**src/hw/rtl/was_pkg.sv**
```systemverilog
// Package for the windowed average smoother.
// Holds the beat types, the sizing constants and the channel indexes.
// Depends on nothing else.
`default_nettype none

package was_pkg;

   // Sizing of samples, accumulators and the window count.
   localparam int unsigned SAMPLE_BITS        = 16;
   localparam int unsigned MAX_WINDOW_SAMPLES = 65535;
   localparam int unsigned SUM_BITS           = 32;
   localparam int unsigned COUNT_BITS         = 16;
   localparam int unsigned MEAN_BITS          = 16;
   localparam int unsigned NUM_CHANNELS       = 3;

   // The bit-serial divider produces one quotient bit per step.
   localparam int unsigned DIV_STEPS = MEAN_BITS;
   localparam int unsigned STEP_BITS = $clog2(DIV_STEPS);

   localparam logic [15:0] SAMPLE_MASK = 16'((32'd1 << SAMPLE_BITS) - 32'd1);
   localparam logic [COUNT_BITS-1:0] WINDOW_FULL = COUNT_BITS'(MAX_WINDOW_SAMPLES);
   localparam logic [STEP_BITS-1:0] LAST_STEP = STEP_BITS'(DIV_STEPS - 1);

   // Channel slots in the accumulator and divider arrays.
   localparam int unsigned CH_X        = 0;
   localparam int unsigned CH_Y        = 1;
   localparam int unsigned CH_THROTTLE = 2;

   // One input beat: three samples and the end-of-window flag.
   typedef struct packed {
      logic [15:0] accel_x_sample;
      logic [15:0] accel_y_sample;
      logic [15:0] throttle_sample;
      logic        window_last;
   } was_req_type;

   // One result beat, produced at the close of each window.
   typedef struct packed {
      logic [15:0] accel_x_smoothed;
      logic [15:0] accel_y_smoothed;
      logic [15:0] throttle_mean;
      logic        window_overflowed;
   } was_rsp_type;

endpackage

`default_nettype wire

```
**src/hw/rtl/windowed_average_smoother.sv**
```systemverilog
// Windowed average smoother: top level with accumulators and bit-serial divider.
// Depends on was_pkg for the beat types and sizing constants.
// Contains the whole datapath and its controller.
`default_nettype none

// The block sums three 16-bit channels over a window and, on the beat marked
// window_last, divides each sum by the sample count. The two acceleration
// means are blended half and half with the previous result; the throttle mean
// is passed through. Beats that do not close a window are taken one per
// cycle while the block is accumulating. After a closing beat is taken, the
// input stalls while the shared-shape restoring divider (one unit per
// channel, run side by side) shifts in one quotient bit per cycle, and then
// until the result register is loaded. If the previous result is still
// stalled on the output, the load waits for it. Once a window holds
// 65535 samples, further samples in it are discarded and the result is
// flagged with window_overflowed. No clearing pass is needed after reset.
module windowed_average_smoother
   import was_pkg::*;
(
   input  wire logic        clock,
   input  wire logic        reset,
   input  wire logic        req_valid,
   output logic             req_stall,
   input  wire was_req_type req_data,
   output logic             rsp_valid,
   input  wire logic        rsp_stall,
   output was_rsp_type      rsp_data
);

   typedef enum logic [1:0] {
      ST_ACCUM,
      ST_DIV,
      ST_SEND
   } state_type;

   state_type state_ff, state_in;

   logic [SUM_BITS-1:0]   sum_ff [NUM_CHANNELS];
   logic [SUM_BITS-1:0]   sum_in [NUM_CHANNELS];
   logic [COUNT_BITS-1:0] count_ff, count_in;
   logic                  dropped_ff, dropped_in;
   logic [MEAN_BITS-1:0]  smooth_x_ff, smooth_x_in;
   logic [MEAN_BITS-1:0]  smooth_y_ff, smooth_y_in;

   // Divider registers: partial remainder and the dividend/quotient shifter.
   logic [MEAN_BITS-1:0]  div_rem_ff   [NUM_CHANNELS];
   logic [MEAN_BITS-1:0]  div_rem_in   [NUM_CHANNELS];
   logic [MEAN_BITS-1:0]  div_shift_ff [NUM_CHANNELS];
   logic [MEAN_BITS-1:0]  div_shift_in [NUM_CHANNELS];
   logic [COUNT_BITS-1:0] divisor_ff, divisor_in;
   logic                  div_dropped_ff, div_dropped_in;
   logic [STEP_BITS-1:0]  step_ff, step_in;

   logic                  rsp_valid_ff, rsp_valid_in;
   was_rsp_type           rsp_data_ff, rsp_data_in;

   logic [15:0]           sample   [NUM_CHANNELS];
   logic [SUM_BITS-1:0]   sum_upd  [NUM_CHANNELS];
   logic [MEAN_BITS:0]    trial    [NUM_CHANNELS];
   logic [MEAN_BITS-1:0]  mean     [NUM_CHANNELS];
   logic [COUNT_BITS-1:0] count_upd;
   logic                  dropped_upd;
   logic                  window_full;
   logic                  req_accept;
   logic                  rsp_free;

   assign req_stall  = (state_ff != ST_ACCUM);
   assign req_accept = req_valid && !req_stall;
   assign rsp_valid  = rsp_valid_ff;
   assign rsp_data   = rsp_data_ff;
   assign rsp_free   = !rsp_valid_ff || !rsp_stall;

   // Masked samples and the window sums including the current beat.
   assign sample[CH_X]        = req_data.accel_x_sample & SAMPLE_MASK;
   assign sample[CH_Y]        = req_data.accel_y_sample & SAMPLE_MASK;
   assign sample[CH_THROTTLE] = req_data.throttle_sample & SAMPLE_MASK;

   assign window_full = (count_ff == WINDOW_FULL);
   assign count_upd   = window_full ? count_ff : count_ff + 1'b1;
   assign dropped_upd = dropped_ff || window_full;

   always_comb begin
      for (int c = 0; c < NUM_CHANNELS; c++) begin
         sum_upd[c] = window_full ? sum_ff[c]
                                  : sum_ff[c] + {{(SUM_BITS - 16){1'b0}}, sample[c]};
         // One restoring step: bring down the next dividend bit and compare.
         trial[c]   = {div_rem_ff[c], div_shift_ff[c][MEAN_BITS-1]};
         // An empty window reads as a mean of zero.
         mean[c]    = (divisor_ff == '0) ? '0 : div_shift_ff[c];
      end
   end

   // Next-state and datapath control.
   always_comb begin
      state_in       = state_ff;
      count_in       = count_ff;
      dropped_in     = dropped_ff;
      smooth_x_in    = smooth_x_ff;
      smooth_y_in    = smooth_y_ff;
      divisor_in     = divisor_ff;
      div_dropped_in = div_dropped_ff;
      step_in        = step_ff;
      rsp_data_in    = rsp_data_ff;
      rsp_valid_in   = rsp_valid_ff && rsp_stall;
      for (int c = 0; c < NUM_CHANNELS; c++) begin
         sum_in[c]       = sum_ff[c];
         div_rem_in[c]   = div_rem_ff[c];
         div_shift_in[c] = div_shift_ff[c];
      end

      case (state_ff)
         ST_ACCUM: begin
            if (req_accept && req_data.window_last) begin
               // Close the window: hand the sums to the divider and clear.
               // The sum is below count * 2^16, so its upper half is a
               // valid starting remainder.
               for (int c = 0; c < NUM_CHANNELS; c++) begin
                  div_rem_in[c]   = sum_upd[c][SUM_BITS-1:MEAN_BITS];
                  div_shift_in[c] = sum_upd[c][MEAN_BITS-1:0];
                  sum_in[c]       = '0;
               end
               divisor_in     = count_upd;
               div_dropped_in = dropped_upd;
               count_in       = '0;
               dropped_in     = 1'b0;
               step_in        = '0;
               state_in       = ST_DIV;
            end else if (req_accept) begin
               for (int c = 0; c < NUM_CHANNELS; c++) begin
                  sum_in[c] = sum_upd[c];
               end
               count_in   = count_upd;
               dropped_in = dropped_upd;
            end
         end
         ST_DIV: begin
            // One quotient bit per channel per cycle, shifted in at the bottom.
            for (int c = 0; c < NUM_CHANNELS; c++) begin
               if (trial[c] >= {1'b0, divisor_ff}) begin
                  div_rem_in[c]   = MEAN_BITS'(trial[c] - {1'b0, divisor_ff});
                  div_shift_in[c] = {div_shift_ff[c][MEAN_BITS-2:0], 1'b1};
               end else begin
                  div_rem_in[c]   = trial[c][MEAN_BITS-1:0];
                  div_shift_in[c] = {div_shift_ff[c][MEAN_BITS-2:0], 1'b0};
               end
            end
            step_in = step_ff + 1'b1;
            if (step_ff == LAST_STEP) begin
               state_in = ST_SEND;
            end
         end
         ST_SEND: begin
            // Blend the acceleration means and load the result register.
            if (rsp_free) begin
               smooth_x_in  = (mean[CH_X] >> 1) + (smooth_x_ff >> 1);
               smooth_y_in  = (mean[CH_Y] >> 1) + (smooth_y_ff >> 1);
               rsp_data_in.accel_x_smoothed  = smooth_x_in;
               rsp_data_in.accel_y_smoothed  = smooth_y_in;
               rsp_data_in.throttle_mean     = mean[CH_THROTTLE];
               rsp_data_in.window_overflowed = div_dropped_ff;
               rsp_valid_in = 1'b1;
               state_in     = ST_ACCUM;
            end
         end
         default: begin
            state_in = ST_ACCUM;
         end
      endcase
   end

   // State, accumulators and registered outputs.
   always_ff @(posedge clock) begin
      if (reset) begin
         state_ff     <= ST_ACCUM;
         count_ff     <= '0;
         dropped_ff   <= 1'b0;
         smooth_x_ff  <= '0;
         smooth_y_ff  <= '0;
         step_ff      <= '0;
         rsp_valid_ff <= 1'b0;
         for (int c = 0; c < NUM_CHANNELS; c++) begin
            sum_ff[c] <= '0;
         end
      end else begin
         state_ff     <= state_in;
         count_ff     <= count_in;
         dropped_ff   <= dropped_in;
         smooth_x_ff  <= smooth_x_in;
         smooth_y_ff  <= smooth_y_in;
         step_ff      <= step_in;
         rsp_valid_ff <= rsp_valid_in;
         for (int c = 0; c < NUM_CHANNELS; c++) begin
            sum_ff[c] <= sum_in[c];
         end
      end
      divisor_ff     <= divisor_in;
      div_dropped_ff <= div_dropped_in;
      rsp_data_ff    <= rsp_data_in;
      for (int c = 0; c < NUM_CHANNELS; c++) begin
         div_rem_ff[c]   <= div_rem_in[c];
         div_shift_ff[c] <= div_shift_in[c];
      end
   end

   // A closing beat starts the divider with a fresh window behind it.
   assert property (@(posedge clock) disable iff (reset)
      (req_accept && req_data.window_last)
      |=> (state_ff == ST_DIV && step_ff == '0 && count_ff == '0 && !dropped_ff))
      else $error("closing beat did not start the divider with a cleared window");

   // After its last step the divider moves on to the send cycle.
   assert property (@(posedge clock) disable iff (reset)
      (state_ff == ST_DIV && step_ff == LAST_STEP) |=> (state_ff == ST_SEND))
      else $error("divider did not finish after its last step");

   // A new result only appears out of the send cycle.
   assert property (@(posedge clock) disable iff (reset)
      (state_ff == ST_SEND && rsp_free) |=> (rsp_valid && state_ff == ST_ACCUM))
      else $error("send cycle did not load the result register");

   // Samples are only taken while accumulating.
   assert property (@(posedge clock) disable iff (reset)
      (state_ff == ST_DIV || state_ff == ST_SEND) |-> req_stall)
      else $error("input open while the divider is busy");

endmodule

`default_nettype wire
```
**config.mk**
```make
export PLATFORM = sky130hd
export DESIGN_NAME = windowed_average_smoother
export DESIGN_NICKNAME = d
export VERILOG_FILES = /design/src/hw/rtl/was_pkg.sv /design/src/hw/rtl/windowed_average_smoother.sv
export SDC_FILE = /design/constraint.sdc
export NUM_CORES = 1
export LEC_CHECK = 0
export ABC_AREA = 1
export BUFFER_PORTS_ARGS = -buffer_cell sky130_fd_sc_hd__clkbuf_2
export CORE_ASPECT_RATIO = 1.75
export CORE_MARGIN = 1.5
export CORE_UTILIZATION = 68
export DETAILED_ROUTE_END_ITERATION = 7
export GPL_TIMING_DRIVEN = 0
export PLACE_DENSITY_LB_ADDON = 0.2
export REMOVE_ABC_BUFFERS = 1
export SYNTH_ARGS = -nofsm -noshare
export SYNTH_HDL_FRONTEND = slang
export SYNTH_SLANG_ARGS = --single-unit
```
**constraint.sdc**
```tcl
create_clock -name clock -period 8.05 [get_ports clock]
set_input_delay 0.4025 -clock clock [delete_from_list [all_inputs] [get_ports clock]]
set_output_delay 0.4025 -clock clock [all_outputs]
set_load 0.01 [all_outputs]
```
==> flow_metrics.py, run 1 <==
metrics = {
    "setup_path": {
        "crit_fanout": 20,
        "worstPathArrival_ps": 4040,
        "crit_required_ps": 8380,
        "rr_worst_depth": 13,
        "endpoint_kind": "flop",
        "r2r_end": "div_rem_ff[0][19]",
        "rrSetupSlack_ps": 4330,
        "startpoint_type": "flop",
        "r2r-start": "divisor_ff[1]",
        "critPathKind": "flop to flop",
    },
    "cells_and_area": {
        "fin_nets": 3507,
        "regArea_um2": 7870,
        "final_cells": 3742,
        "final_common_cell": "nand2_1",
        "multiInputGateArea_um2": 12200,
        "drive_above_1_share_pct": 5.69,
        "final_util_pct": 75.4,
        "mostFrequentLayoutCells": "nand2_1, inv_1, nor2_1, nand3_1, a21oi_1",
        "antenna_cells": 0,
        "syn2layout_area_growth_pct": 9.64,
        "fin_area_um2": 24100,
        "fillers": 2492,
    },
    "synthesis": {
        "yosysTopAreaCellShare_pct": 22.1,
        "synth_cell_types": 41,
        "synth_area_per_cell_um2": 6.74,
        "synth_area_leaders": "edfxtp_1, nand2_1, dfxtp_1, ha_1, inv_1",
        "synth_cells": 3262,
        "synth-seq-cells": 312,
        "ys_seq_area_share_pct": 35.8,
        "syn_area_um2": 22000,
        "ys_warn_count": 0,
        "synth_top_cell_by_area": "edfxtp_1",
    },
    "placement": {
        "dp_hpwl_mm": 46.1,
        "place_area_um2": 23000,
        "place_ws_ps": 4410,
        "place_congestion": 0.985,
        "io_buffers": 103,
        "place_inst": 3686,
    },
    "timing": {
        "worst_pin_slew_ps": 879,
        "finalSetupViolations": 0,
        "holdWs_ps": 91.0,
        "period_share_pct": 46.2,
        "setup_tns_ps": 0,
        "max_slew_margin_pct": 41.3,
        "skew_ps": 17.0,
        "slew_violations": 0,
        "min_period_ps": 3720,
        "finalHoldViolCount": 0,
        "setup_ws_ps": 4330,
        "rsz0062_at_grt": "false",
        "fmax_mhz": 269,
    },
    "pwr": {
        "ir_worst_vdd_mv": 0.284,
        "p_switching_mw": 1.28,
        "power_mw": 4.28,
        "leakage_nw": 11.4,
        "pwr-share-seq_pct": 42.3,
        "power.share.clock_pct": 38.0,
        "p_int_mw": 3.01,
        "power.share.combinational_pct": 19.7,
        "power.density_nw_per_um2": 178,
        "switching_share_pct": 29.8,
    },
    "floorplan": {
        "core_um2": 32000,
        "start_util_pct": 68.7,
        "die_w_um": 139,
        "die_h_um": 241,
        "fp-row-count": 87,
        "pin_count": 104,
        "die_area_um2": 33500,
    },
    "run": {
        "drv_cap": 0,
    },
    "clock_network": {
        "cts_setup_buffers": 0,
        "hold_buffers": 0,
        "tritoncts": "done",
        "clock-sinks": 312,
        "clk_pin_slew_ps": 70,
        "ctsResizeCount": 0,
        "clkLatencyLatePin_ps": 600,
        "numCtsBuffers": 30,
        "cts-root-buf": "clkbuf_16",
        "htree_levels": 1,
        "cts_buffer_depth": 3,
    },
    "hold_path": {
        "holdCritStartpoint": "rsp_stall",
        "hold-path-cell-count": 3,
        "whs_endpoint": "rsp_valid",
        "hold_path_class": "primary input to flop",
    },
    "route": {
        "vias_per_cell": 5.88,
        "dr.pass1.iters": 8,
        "vias": 21997,
        "drc": 0,
        "wl_per_cell_um": 17.0,
        "drt_iter0_drc": 1600,
        "ant_nets": 0,
        "wl_mm": 63.7,
    },
    "global_routing": {
        "grt_first_pass_wirelength_mm": 103,
        "grt_overflow_total": 0,
        "grt_pass1_vias": 21499,
        "grt_start_max_net_pins": 107,
        "antenna_found_initial": 0,
        "track_usage_pct": 37.7,
    },
    "run_status": {
        "status": "complete, no violations",
    },
}
-- worst max-delay path, cell delays in order, from the launching register on --
cell and delay, ps:
edfxtp_1 640, inv_1 250, ha_1 400, nand2_1 80, o21ai_1 250, nand2_1 90, nand2_1 110, nand3_1 90
nand2_1 110, nand2_1 60, nand2_1 530, inv_1 530, nor2_1 180, o21ai_0 110
-- cell families (layout without fill, tap and decap cells) --
kind of cell	after synthesis	in the layout	share of synthesized area (%)
simple gates	1769	1769	33.0
buf+inv	501	581	8.89
compound gates	466	466	11.2
flops	312	312	35.8
fa+ha+maj	136	136	8.01
xor+xnor	78	78	3.11
-- sequential cells by signal (all words and copies together), names as in the netlist --
name / count
smooth_x_ff: 15
rsp_data: 49
rsp_valid: 1
state_ff: 2
div_shift_ff: 48
smooth_y_ff: 15
divisor_ff: 16
sum_ff: 96
div_rem_ff: 48
step_ff: 4
div_dropped_ff: 1
dropped_ff: 1
count_ff: 16
-- worst max-delay path by stage --
stage	from	to	slack, ps	cells past startpoint
final	divisor_ff[1]	div_rem_ff[0][19]	4330	13
after detailed placement	divisor_ff[1]	div_rem_ff[0][22]	4410	13
after global placement	req_valid	sum_ff[0][73]	-3900	5
after CTS	divisor_ff[1]	div_rem_ff[0][19]	4390	13
after floorplan	req_valid	sum_ff[0][10]	890	4
after global routing	divisor_ff[1]	div_rem_ff[0][34]	4050	13
-- metal layers --
layer,part of all wire (%),track usage [%]
met5,0,0
met4,6.7,24.8
met3,5.9,4.62
met2,51,69.5
met1,36,40.4
-- area by class of cell --
cell class              instances  share of cell area (%)
clock buffers                  36                    3.42
well taps                     400                    2.08
repair buffers                120                    3.64
clock inverters                20                    1.22
inverters                     405                    6.32
multi-input cells            2449                    50.7
flip-flops and latches        312                    32.6
-- power by group through the flow --
stage	registers [mW]	clock network, mW	logic (mW)
CTS	1.81	1.63	0.832
floorplan	1.84	0	0.587
detailed placement	1.85	0	0.822
global route	1.82	1.69	0.941
global placement	1.85	0	0.792
finish	1.81	1.63	0.843
-- cell usage after synthesis (all sizes together) --
master and count:
nor4 8, o21ai 190, o22ai 3, o21bai 11, nand3b 25, buf 34, o211ai 8, o2111ai 1
inv 405, nor3 34, nand4 28, o31ai 2, xnor2 43, fa 8, a31oi 10, a21oi 219
clkbuf 62, o21a 8, a2111oi 1, edfxtp 162, nor2 311, a21o 12, nand3 257, or2 9
nand2 1093, and2 4, a32oi 1, dfxtp 150, xor2 35, ha 128
(Power assumes the default switching activity.)
==> run 2, diff against run 1 <==
Settings changed: CORE_UTILIZATION 68 to 57.
Clock period 8.05 ns to 3.2 ns, I/O delays scaled along.
==> flow_metrics.py, run 2 (same netlist as run 1, synthesis figures left out) <==
metrics = {
    "pwr": {
        "leakage_nw": 11.5,
        "power.share.clock_pct": 35.5,
        "p_switching_mw": 3.19,
        "power.share.combinational_pct": 20.7,
        "switching_share_pct": 30.6,
        "power.density_nw_per_um2": 425,
        "pwr-share-seq_pct": 43.8,
        "power_mw": 10.4,
        "ir_worst_vdd_mv": 0.508,
        "p_int_mw": 7.23,
    },
    "route": {
        "wl_mm": 63.8,
        "wl_per_cell_um": 16.5,
        "dr.pass1.iters": 5,
        "drc": 0,
        "top_layer": "met5",
        "dr_wl_met2_mm": 32.3,
        "wl_met3_mm": 2.98,
        "vias": 21538,
        "drt_iter0_drc": 1091,
        "ant_nets": 0,
        "met1_length_mm": 24.4,
        "vias_per_cell": 5.59,
    },
    "cells_and_area": {
        "mostFrequentLayoutCells": "nand2_1, inv_1, nor2_1, nand3_1, a21oi_1",
        "fillers": 3566,
        "final_common_cell": "nand2_1",
        "fin_nets": 3536,
        "fin_area_um2": 24500,
        "antenna_cells": 0,
        "syn2layout_area_growth_pct": 11.4,
        "regMostFlops": "sum_ff",
        "multiInputGateArea_um2": 12400,
        "largest_reg_flops": 96,
        "drive_above_1_share_pct": 7.71,
        "regArea_um2": 7870,
    },
    "setup_path": {
        "worstPathArrival_ps": 3620,
        "startpoint_type": "flop",
        "crit_path_cell_trace": "inv_2, nand4_1, nor4_4, buf_6, buf_12, nor2_1, ha_2, a21oi_2, inv_1, a31oi_2, nand3_1, a21oi_2, nand2_1, o211ai_1, inv_1",
        "endpoint_kind": "flop",
        "critPathKind": "flop to flop",
        "crit_fanout": 15,
        "slowest_stage": "edfxtp_1",
        "cp_slowest_stage_delay_ps": 400,
        "crit_required_ps": 3700,
    },
    "placement": {
        "place_area_um2": 23100,
        "io_buffers": 103,
        "dp_hpwl_mm": 46.5,
        "place_ws_ps": -539,
        "place_congestion": 0.941,
    },
    "global_routing": {
        "track_usage_pct": 31.8,
        "grt_pass1_vias": 21082,
        "antenna_found_initial": 1,
        "grt_overflow_total": 0,
        "grt_first_pass_wirelength_mm": 102,
        "grt_start_max_net_pins": 94,
    },
    "clock_network": {
        "cts_buffer_depth": 3,
        "htree_levels": 1,
        "tritoncts": "done",
        "clock-sinks": 312,
        "numCtsBuffers": 30,
        "cts-root-buf": "clkbuf_16",
        "clk_pin_slew_ps": 70,
        "clkLatencyLatePin_ps": 610,
    },
    "run": {
        "drv_cap": 0,
    },
    "timing": {
        "fmax_mhz": 321,
        "max_slew_margin_pct": 41.7,
        "setup_ws_ps": 81.1,
        "min_period_ps": 3120,
        "rsz0062_at_grt": "true",
        "setup_tns_ps": 0,
        "finalHoldViolCount": 0,
        "worst_pin_slew_ps": 874,
        "skew_ps": 21.3,
        "slew_violations": 0,
        "period_share_pct": 97.5,
        "finalSetupViolations": 0,
    },
    "floorplan": {
        "fp-row-count": 95,
        "pin_count": 104,
        "die_w_um": 151,
        "core_um2": 38300,
        "die_area_um2": 39800,
        "start_util_pct": 57.5,
        "die_h_um": 263,
    },
    "hold_path": {
        "hold_path_class": "primary input to flop",
    },
    "run_status": {
        "status": "complete, no violations",
    },
}
==> run 2: cell type report <==
cell class              instances  share of cell area [%]
inverters                     405                    6.29
clock buffers                  45                    3.71
clock inverters                11                   0.414
repair buffers                148                    4.58
flip-flops and latches        312                    32.1
well taps                     485                    2.48
multi-input cells            2450                    50.4
==> run 2: critical path: cells and delay by family (launching register included) <==
family | cells | cell delay [ps]
AOI/OAI and AO/OA | 4 | 790
adders and majority gates | 1 | 320
buffers and inverters | 5 | 640
DFF | 1 | 400
and+or+nand+nor | 5 | 850
==> run 2: final timing paths <==
path / from / endpoint / slack, ps / depth (start not counted)
worst max-delay path: divisor_ff[5] / smooth_x_ff[15] / 80 / 15
worst min-delay path: reset / sum_ff[0][33] / 50 / 2
worst max register to register: divisor_ff[5] / smooth_x_ff[15] / 80 / 15
worst min register to register: div_dropped_ff / rsp_data[0] / 430 / 0
==> run 2: metrics by stage <==
step,hold WS [ps],instances,utilization [%]
floorplan,229,3166,-
global placement,417,3754,59.3
detailed placement,423,3771,60.4
global route,57.0,3856,64.0
finish,49.7,3856,64.0
CTS,26.0,3840,63.4
==> run 2: metal layers <==
layer  vias up  GRT usage [%]
li1      10750              -
met5         -              0
met3       217           3.82
met1      9976           35.1
met2       593           56.7
met4         2           20.1
==> run 2: power groups by stage <==
stage               Combinational [mW]  Sequential [mW]  Clock [mW]
detailed placement                2.07             4.65           0
global placement                  2.02             4.66           0
CTS                               2.11             4.56        3.76
finish                            2.16             4.56        3.70
floorplan                         1.48             4.62           0
global route                      2.44             4.58        3.89
==> run 2: repair_timing <==
action | in CTS | in global routing
hold endpoints to repair | 15 | 0
setup buffers | 10 | 15
gates cloned | 0 | 1
resized for setup | 25 | 32
hold buffers | 3 | 0
pin swaps | 1 | 7
setup endpoints to repair | 81 | 74
